==> config.mk <==
export PLATFORM = sky130hd
export DESIGN_NAME = font_text_rect_generator
export DESIGN_NICKNAME = d
export VERILOG_FILES = /design/src/rtl/ftrg_pkg.sv /design/src/rtl/font_text_rect_generator.sv
export SDC_FILE = /design/constraint.sdc
export NUM_CORES = 1
export LEC_CHECK = 0
export ABC_AREA = 1
export BUFFER_PORTS_ARGS = -buffer_cell sky130_fd_sc_hd__buf_2
export CORE_UTILIZATION = 60
export CTS_CLUSTER_SIZE = 40
export DETAILED_ROUTE_END_ITERATION = 8
export PLACE_DENSITY = 0.81
export SYNTH_ARGS = -nofsm -noshare
export SYNTH_HDL_FRONTEND = slang
export SYNTH_SLANG_ARGS = --single-unit
==> constraint.sdc <==
create_clock -name clock -period 7.5 [get_ports clock]
set_input_delay 0.75 -clock clock [delete_from_list [all_inputs] [get_ports clock]]
set_output_delay 0.75 -clock clock [all_outputs]
set_load 0.02 [all_outputs]
==> src/rtl/ftrg_pkg.sv <==
// Package for the font text rectangle generator: payload structs, opcodes,
// font constants and the 5x7 glyph table. No dependencies.
`default_nettype none

package ftrg_pkg;

   localparam int GLYPH_COUNT = 39;

   localparam logic [1:0] OP_START_X      = 2'd0;
   localparam logic [1:0] OP_START_CENTER = 2'd1;
   localparam logic [1:0] OP_CHAR         = 2'd2;

   localparam int FONT_COLS = 5;
   localparam int FONT_ROWS = 7;
   localparam int DOT_COUNT = FONT_COLS * FONT_ROWS;

   localparam logic [11:0]        FB_LIMIT   = 12'd2048;
   localparam logic signed [16:0] CURSOR_MAX = 17'sd32767;

   typedef struct packed {
      logic [1:0]        opcode;
      logic signed [11:0] pos_x;
      logic signed [11:0] pos_y;
      logic [7:0]        text_length;
      logic [15:0]       ink_colour;
      logic [3:0]        pixel_scale;
      logic [7:0]        char_code;
   } req_type;

   typedef struct packed {
      logic [10:0] rect_x;
      logic [10:0] rect_y;
      logic [3:0]  rect_w;
      logic [3:0]  rect_h;
      logic [15:0] rect_colour;
      logic        last_rect;
   } rsp_type;

   function automatic logic [5:0] glyph_index(input logic [7:0] code);
      logic [7:0] c;
      logic [5:0] idx;
      c   = code;
      idx = 6'd0;
      if (c >= 8'h61 && c <= 8'h7A) begin
         c = c - 8'd32;
      end
      if (c >= 8'h41 && c <= 8'h5A) begin
         idx = 6'(c - 8'h41) + 6'd1;
      end else if (c >= 8'h30 && c <= 8'h39) begin
         idx = 6'(c - 8'h30) + 6'd27;
      end else if (c == 8'h2E) begin
         idx = 6'd37;
      end else if (c == 8'h2D) begin
         idx = 6'd38;
      end
      if (int'(idx) >= GLYPH_COUNT) begin
         idx = 6'd0;
      end
      return idx;
   endfunction

   // Column bytes, column 0 in the top byte; bit r of a column is row r.
   function automatic logic [39:0] glyph_cols(input logic [5:0] idx);
      logic [39:0] g;
      case (idx)
         6'd1:    g = 40'h7C_12_11_12_7C;
         6'd2:    g = 40'h7F_49_49_49_36;
         6'd3:    g = 40'h3E_41_41_41_22;
         6'd4:    g = 40'h7F_41_41_22_1C;
         6'd5:    g = 40'h7F_49_49_49_41;
         6'd6:    g = 40'h7F_09_09_09_01;
         6'd7:    g = 40'h3E_41_41_51_72;
         6'd8:    g = 40'h7F_08_08_08_7F;
         6'd9:    g = 40'h00_41_7F_41_00;
         6'd10:   g = 40'h20_40_41_3F_01;
         6'd11:   g = 40'h7F_08_14_22_41;
         6'd12:   g = 40'h7F_40_40_40_40;
         6'd13:   g = 40'h7F_02_0C_02_7F;
         6'd14:   g = 40'h7F_04_08_10_7F;
         6'd15:   g = 40'h3E_41_41_41_3E;
         6'd16:   g = 40'h7F_09_09_09_06;
         6'd17:   g = 40'h3E_41_51_21_5E;
         6'd18:   g = 40'h7F_09_19_29_46;
         6'd19:   g = 40'h46_49_49_49_31;
         6'd20:   g = 40'h01_01_7F_01_01;
         6'd21:   g = 40'h3F_40_40_40_3F;
         6'd22:   g = 40'h1F_20_40_20_1F;
         6'd23:   g = 40'h3F_40_38_40_3F;
         6'd24:   g = 40'h63_14_08_14_63;
         6'd25:   g = 40'h07_08_70_08_07;
         6'd26:   g = 40'h61_51_49_45_43;
         6'd27:   g = 40'h3E_51_49_45_3E;
         6'd28:   g = 40'h00_42_7F_40_00;
         6'd29:   g = 40'h42_61_51_49_46;
         6'd30:   g = 40'h21_41_45_4B_31;
         6'd31:   g = 40'h18_14_12_7F_10;
         6'd32:   g = 40'h27_45_45_45_39;
         6'd33:   g = 40'h3C_4A_49_49_30;
         6'd34:   g = 40'h01_71_09_05_03;
         6'd35:   g = 40'h36_49_49_49_36;
         6'd36:   g = 40'h06_49_49_29_1E;
         6'd37:   g = 40'h00_00_60_60_00;
         6'd38:   g = 40'h00_00_5F_00_00;
         default: g = 40'h00_00_00_00_00;
      endcase
      return g;
   endfunction

   // Dot bits in scan order: bit col*FONT_ROWS+row.
   function automatic logic [DOT_COUNT-1:0] glyph_dots(input logic [7:0] code);
      logic [39:0]          cols;
      logic [DOT_COUNT-1:0] dots;
      cols = glyph_cols(glyph_index(code));
      for (int k = 0; k < FONT_COLS; k++) begin
         dots[k*FONT_ROWS +: FONT_ROWS] = cols[38 - 8*k -: FONT_ROWS];
      end
      return dots;
   endfunction

endpackage

`default_nettype wire

==> src/rtl/font_text_rect_generator.sv <==
// Top level of the 5x7 font text rectangle generator: configuration registers,
// dot scan sequencer, shared clip unit and result register. Uses ftrg_pkg.
`default_nettype none

// A start transaction (opcode 0 or 1) sets the line origin, ink colour and dot
// scale and produces no result; a centred start registers its width product
// before the subtraction. In a character transaction (opcode 2) a sequencer
// walks the 35 font dots column by column, one dot per cycle unless the result
// channel holds the scan back, through a single shared clip unit, and a one-entry
// hold stage lets the last visible rectangle be flagged before it leaves.
// req_ready is low while a character is being scanned. Opcode 3 is accepted
// and ignored. fb_width and fb_height (byte addresses 0 and 4) reset to 480 and
// 320; values above 2048 act as 2048 when clipping, while a centred start uses
// the width as written. There is no clearing pass after reset.
module font_text_rect_generator
   import ftrg_pkg::*;
(
   input  wire logic        clock,
   input  wire logic        reset,
   input  wire logic        req_valid,
   output      logic        req_ready,
   input  wire req_type     req_payload,
   output      logic        rsp_valid,
   input  wire logic        rsp_ready,
   output      rsp_type     rsp_payload,
   input  wire logic        csr_psel,
   input  wire logic        csr_penable,
   input  wire logic        csr_pwrite,
   input  wire logic [2:0]  csr_paddr,
   input  wire logic [31:0] csr_pwdata,
   output      logic [31:0] csr_prdata,
   output      logic        csr_pready
);

   localparam logic [1:0] ST_IDLE   = 2'd0;
   localparam logic [1:0] ST_CENTER = 2'd1;
   localparam logic [1:0] ST_SCAN   = 2'd2;
   localparam logic [1:0] ST_FLUSH  = 2'd3;

   localparam logic REG_FB_WIDTH  = 1'b0;
   localparam logic REG_FB_HEIGHT = 1'b1;

   localparam logic [5:0] LAST_DOT = 6'(DOT_COUNT - 1);
   localparam logic [2:0] LAST_ROW = 3'(FONT_ROWS - 1);

   logic [11:0] fb_width_ff, fb_height_ff;
   logic [1:0]  state_ff, state_in;

   logic signed [15:0] cursor_ff, cursor_in;
   logic signed [11:0] line_y_ff, line_y_in;
   logic [15:0]        colour_ff, colour_in;
   logic [3:0]         scale_ff, scale_in;
   logic [14:0]        tw_ff, tw_in;

   logic [DOT_COUNT-1:0] glyph_ff, glyph_in;
   logic [5:0]           dot_cnt_ff, dot_cnt_in;
   logic [2:0]           row_ff, row_in;
   logic signed [16:0]   xpos_ff, xpos_in;
   logic signed [12:0]   ypos_ff, ypos_in;

   logic    hold_valid_ff, hold_valid_in;
   rsp_type hold_ff, hold_in;
   logic    rsp_valid_ff, rsp_valid_in;
   rsp_type rsp_ff, rsp_in;

   logic        cfg_write;
   logic        req_fire;
   logic        slot_free;
   logic        push;
   rsp_type     push_data;
   logic [11:0] wl, hl;
   logic [6:0]  six_req, six_line;

   logic signed [17:0] x_lo, x_hi, x_lim, x_end, x_span;
   logic signed [13:0] y_lo, y_hi, y_lim, y_end, y_span;
   logic               dot_vis;
   rsp_type            dot_rect;

   logic signed [15:0] center_diff;
   logic signed [16:0] cursor_sum;

   assign cfg_write  = csr_psel && csr_penable && csr_pwrite;
   assign csr_pready = 1'b1;
   assign csr_prdata = (csr_paddr[2] == REG_FB_HEIGHT) ? {20'd0, fb_height_ff}
                                                       : {20'd0, fb_width_ff};

   always_ff @(posedge clock) begin
      if (reset) begin
         fb_width_ff  <= 12'd480;
         fb_height_ff <= 12'd320;
      end else if (cfg_write) begin
         if (csr_paddr[2] == REG_FB_WIDTH) begin
            fb_width_ff <= csr_pwdata[11:0];
         end else begin
            fb_height_ff <= csr_pwdata[11:0];
         end
      end
   end

   assign req_ready   = (state_ff == ST_IDLE);
   assign req_fire    = req_valid && req_ready;
   assign rsp_valid   = rsp_valid_ff;
   assign rsp_payload = rsp_ff;
   assign slot_free   = !rsp_valid_ff || rsp_ready;

   assign wl       = (fb_width_ff > FB_LIMIT) ? FB_LIMIT : fb_width_ff;
   assign hl       = (fb_height_ff > FB_LIMIT) ? FB_LIMIT : fb_height_ff;
   assign six_req  = 7'({req_payload.pixel_scale, 1'b0}) + 7'({req_payload.pixel_scale, 2'b0});
   assign six_line = 7'({scale_ff, 1'b0}) + 7'({scale_ff, 2'b0});

   // Shared clip unit: clips the current dot square against the framebuffer.
   always_comb begin
      x_lo   = xpos_ff[16] ? 18'sd0 : $signed({1'b0, xpos_ff});
      x_hi   = $signed({xpos_ff[16], xpos_ff}) + $signed({14'd0, scale_ff});
      x_lim  = $signed({6'd0, wl});
      x_end  = (x_hi < x_lim) ? x_hi : x_lim;
      x_span = x_end - x_lo;
      y_lo   = ypos_ff[12] ? 14'sd0 : $signed({1'b0, ypos_ff});
      y_hi   = $signed({ypos_ff[12], ypos_ff}) + $signed({10'd0, scale_ff});
      y_lim  = $signed({2'd0, hl});
      y_end  = (y_hi < y_lim) ? y_hi : y_lim;
      y_span = y_end - y_lo;
      dot_vis = glyph_ff[0] && (x_end > x_lo) && (y_end > y_lo);
      dot_rect.rect_x      = x_lo[10:0];
      dot_rect.rect_y      = y_lo[10:0];
      dot_rect.rect_w      = x_span[3:0];
      dot_rect.rect_h      = y_span[3:0];
      dot_rect.rect_colour = colour_ff;
      dot_rect.last_rect   = 1'b0;
   end

   assign center_diff = $signed({4'd0, fb_width_ff}) - $signed({1'b0, tw_ff});
   assign cursor_sum  = $signed({cursor_ff[15], cursor_ff}) + $signed({10'd0, six_line});

   always_comb begin
      state_in      = state_ff;
      cursor_in     = cursor_ff;
      line_y_in     = line_y_ff;
      colour_in     = colour_ff;
      scale_in      = scale_ff;
      tw_in         = tw_ff;
      glyph_in      = glyph_ff;
      dot_cnt_in    = dot_cnt_ff;
      row_in        = row_ff;
      xpos_in       = xpos_ff;
      ypos_in       = ypos_ff;
      hold_valid_in = hold_valid_ff;
      hold_in       = hold_ff;
      push          = 1'b0;
      push_data     = hold_ff;

      case (state_ff)
         ST_IDLE: begin
            if (req_fire) begin
               if (req_payload.opcode == OP_START_X || req_payload.opcode == OP_START_CENTER) begin
                  line_y_in = req_payload.pos_y;
                  colour_in = req_payload.ink_colour;
                  scale_in  = req_payload.pixel_scale;
                  if (req_payload.opcode == OP_START_X) begin
                     cursor_in = 16'(req_payload.pos_x);
                  end else begin
                     tw_in    = 15'(req_payload.text_length) * 15'(six_req);
                     state_in = ST_CENTER;
                  end
               end else if (req_payload.opcode == OP_CHAR) begin
                  glyph_in   = glyph_dots(req_payload.char_code);
                  dot_cnt_in = 6'd0;
                  row_in     = 3'd0;
                  xpos_in    = 17'(cursor_ff);
                  ypos_in    = 13'(line_y_ff);
                  state_in   = ST_SCAN;
               end
            end
         end
         ST_CENTER: begin
            cursor_in = (center_diff > 16'sd0) ? {1'b0, center_diff[15:1]} : 16'sd0;
            state_in  = ST_IDLE;
         end
         ST_SCAN: begin
            if (!(dot_vis && hold_valid_ff && !slot_free)) begin
               if (dot_vis) begin
                  push          = hold_valid_ff;
                  hold_in       = dot_rect;
                  hold_valid_in = 1'b1;
               end
               glyph_in   = glyph_ff >> 1;
               dot_cnt_in = dot_cnt_ff + 6'd1;
               if (row_ff == LAST_ROW) begin
                  row_in  = 3'd0;
                  ypos_in = 13'(line_y_ff);
                  xpos_in = xpos_ff + $signed({13'd0, scale_ff});
               end else begin
                  row_in  = row_ff + 3'd1;
                  ypos_in = ypos_ff + $signed({9'd0, scale_ff});
               end
               if (dot_cnt_ff == LAST_DOT) begin
                  state_in = ST_FLUSH;
               end
            end
         end
         ST_FLUSH: begin
            if (!hold_valid_ff || slot_free) begin
               push                = hold_valid_ff;
               push_data.last_rect = 1'b1;
               hold_valid_in       = 1'b0;
               cursor_in = (cursor_sum > CURSOR_MAX) ? CURSOR_MAX[15:0] : cursor_sum[15:0];
               state_in  = ST_IDLE;
            end
         end
         default: begin
            state_in = ST_IDLE;
         end
      endcase

      if (push) begin
         rsp_valid_in = 1'b1;
         rsp_in       = push_data;
      end else begin
         rsp_valid_in = rsp_valid_ff && !rsp_ready;
         rsp_in       = rsp_ff;
      end
   end

   always_ff @(posedge clock) begin
      if (reset) begin
         state_ff      <= ST_IDLE;
         cursor_ff     <= '0;
         line_y_ff     <= '0;
         colour_ff     <= '0;
         scale_ff      <= '0;
         hold_valid_ff <= 1'b0;
         rsp_valid_ff  <= 1'b0;
      end else begin
         state_ff      <= state_in;
         cursor_ff     <= cursor_in;
         line_y_ff     <= line_y_in;
         colour_ff     <= colour_in;
         scale_ff      <= scale_in;
         hold_valid_ff <= hold_valid_in;
         rsp_valid_ff  <= rsp_valid_in;
      end
   end

   always_ff @(posedge clock) begin
      tw_ff      <= tw_in;
      glyph_ff   <= glyph_in;
      dot_cnt_ff <= dot_cnt_in;
      row_ff     <= row_in;
      xpos_ff    <= xpos_in;
      ypos_ff    <= ypos_in;
      hold_ff    <= hold_in;
      rsp_ff     <= rsp_in;
   end

endmodule

`default_nettype wire

==> out/summary.txt <==
slowest CP cell: ha_1
Die Ht: 170 um
Core Box Area: 27300 um2
slowest stage delay, CP: 530 ps
pre-CTS WS: 680 ps
drt pass-1 iters: 5
Cells after Synth: 2071
Avg Inst Size Synth: 8.13 um2
simple-gate portion of the synthesized area: 0.198
Primary FF master, synth: edfxtp_1
CP delay by family, top: simple AND/OR/NAND/NOR gates
status: finished, final reports clean
met1 Usage GRT: 0.386
Layout area overhead: 10.6%
CP bufs+invs: 4
DRT antenna net count: 0
dpl cells: 2528
period utilisation layout: 0.913
DIE WIDTH: 170 um
drt via density: 5.60
Crit Reg-Reg Endpoint: hold_ff[6]
Crit. End Element: flop
worst-margin pin slew: 790 ps
R2R Setup Slk: 650 ps
Yosys reg bits: 257
Clock Pin Slew Worst Setup and Hold Paths: 60 ps
post-CTS setup buffers: 0
Peak supply drop: 0.154 mV
netlist area before placement: 16800 um2
DP Area: 17800 um2
R2R Path Start: scale_ff[1]
GRT Util Overall: 0.302
# Max-Cap Violations: 0
design area: 18600 um2
FF-to-FF path depth: 31
post-synthesis xor/xnor area fraction: 0.0265
CP Capture Point: hold_ff[6]
Pleak: 8.74 nW
Yosys cell types: 59
Finish-stage setup viols: 0
met2 Use GR: 0.511
Max Clock Skew: 27.4 ps
fillers: 2202
final net count: 2452
clock sink count: 257
worst-case clock buffer depth: 3
Hold Buf Count CTS: 0
Yosys warnings: 0
GR Util met3: 0.0289
wire per inst: 16.8 um
Ports: 186
RSZ-0062 raised after global routing: no
top cells by area, synth: edfxtp_1 32%, nand2_1 9.8%, ha_1 9.8%, dfxtp_1 9.0%, inv_1 6.7%
Detailed Place HPWL: 32800 um
Yosys top cell area share: 0.323
top-count cell post-synth: nand2_1
clock root buffer: clkbuf_16
Yosys top cell by area: edfxtp_1
Slew HR: 0.473
crit-path max FO: 46
input/output buffers: 142
via count: 14400
total CTS buffers: 26
final setup TNS: 0 ps
worst hold path type: reg -> reg
Async SR Flop Fraction: 0
multiplexer area fraction after synthesis: 0.000594
Critical path origin: scale_ff[1]
Initial Util: 0.618
largest family of logic cells by synthesized area: simple AND/OR/NAND/NOR gates
largest net degree at the start of global routing: 66
sequential element share of the synthesized area: 0.413
Overflow after GRT: 0
crit path time final: 6850 ps
H-tree levels: 1
CP Depth: 31
DRC viols: 0
final setup margin: 653 ps
post-synthesis compound-gate area fraction: 0.129
post_cts resized: 0
CTS tree: built
Post-Synth Adder-Cell Area: 0.136
Routed WL: 43200 um
first-pass GRT wire length: 68500 um
WP data arrival: 7030 ps
PD cells: 236 nW/um2
worst skew pair latency: 550 ps
CP startpoint kind: flop
EDFF count, synth: 181
Synth top cells by count: 441 x nand2_1, 300 x inv_1, 181 x edfxtp_1, 177 x nor2_1, 166 x a21oi_1
die area: 28700 um2
f_max: 0.146 GHz
Worst Path Required: 7680 ps
Final Max Tran Viols: 0
Post-Layout Cell Count: 2578
initial antenna violation count: 2
Hold Vio Cnt, Final: 0
number of global-route vias before repair: 13700
share of cells above drive strength 1: 0.107
Rows: 60
Hold WS: 416 ps
GPL Wtd Cong: 0.940
grt peak-use layer: met2
Iteration-0 DRC Markers: 1527
crit path kind: reg -> reg
==> sequential cells by signal (all words and copies together), names as in the netlist, 13 cells and up <==
name,count
colour_ff,16
cursor_ff,16
glyph_ff,35
hold_ff,46
rsp_payload,47
tw_ff,14
xpos_ff,17
ypos_ff,13
==> where the power goes <==
part / switching [mW] / internal [mW] / total [mW]
logic: 0.843 / 0.475 / 1.32
registers: 0.0749 / 1.70 / 1.77
clock network: 0.544 / 0.770 / 1.31
total: 1.46 / 2.94 / 4.41
==> routing by layer <==
layer  up-vias  wire, um
li1       7038         -
met1      6629     17700
met2       626     20700
met3       137      2640
met4         0      2230
met5         -         0
==> worst min-delay path by stage <==
stage | from | end | slack, ps | cells past startpoint
after floorplan | hold_ff[10] | rsp_payload[10] | 400 | 0
after global placement | hold_ff[33] | rsp_payload[33] | 400 | 0
after detailed placement | hold_ff[12] | rsp_payload[12] | 400 | 0
after CTS | hold_ff[45] | rsp_payload[45] | 420 | 0
after global routing | hold_ff[45] | rsp_payload[45] | 420 | 0
final | hold_ff[45] | rsp_payload[45] | 420 | 0
==> stage by stage <==
step | total power [mW] | utilization
3_3_place_gp | 3.03 | 0.652
6_report | 4.41 | 0.684
4_1_cts | 4.41 | 0.684
5_1_grt | 4.66 | 0.684
3_5_place_dp | 3.09 | 0.652
2_1_floorplan | 2.75 | -
==> layout by cell type (no fill, tap or decap), drive strengths merged, types with 2 or more instances in the layout <==
| cell | count |
|---|---|
| nand4 | 29 |
| a31oi | 9 |
| a211oi | 6 |
| nor2 | 184 |
| dfxtp | 76 |
| ha | 132 |
| a221oi | 5 |
| clkinv | 16 |
| nor4 | 3 |
| o21a | 2 |
| bufinv | 3 |
| xor2 | 39 |
| clkbuf | 33 |
| o21ai | 182 |
| inv | 309 |
| nand3 | 102 |
| a21oi | 167 |
| diode | 2 |
| edfxtp | 181 |
| or2 | 7 |
| conb | 21 |
| buf | 153 |
| fa | 32 |
| o211ai | 9 |
| nor3 | 15 |
| nand2 | 447 |
| xnor2 | 12 |
| o22ai | 2 |
| o31ai | 4 |
| a21o | 4 |
| o221ai | 2 |
| a32o | 2 |
| a21boi | 3 |
| nand3b | 3 |
==> cells by family (layout without fill, tap and decap cells) <==
kind of cell / after synthesis / in the layout
AOI/OAI and AO/OA: 403 / 403
xor gates and xnor gates: 51 / 51
adders and majority gates: 164 / 164
buffers and inverters: 401 / 515
DFF: 257 / 257
muxes: 1 / 1
other: 2 / 23
and+or+nand+nor: 792 / 792
==> layout make-up <==
| cell class | count | area (um2) | share of cell area |
|---|---|---|---|
| Multi-Input combinational cell | 1432 | 8340 | 0.448 |
| Sequential cell | 257 | 6960 | 0.373 |
| Inverter | 314 | 1180 | 0.0634 |
| Timing Repair Buffer | 153 | 818 | 0.0439 |
| Clock buffer | 33 | 707 | 0.0379 |
| Tap cell | 372 | 465 | 0.0250 |
| Clock inverter | 15 | 163 | 0.00873 |
| Antenna cell | 2 | 5.00 | 0.000269 |
(Power assumes the default switching activity.)
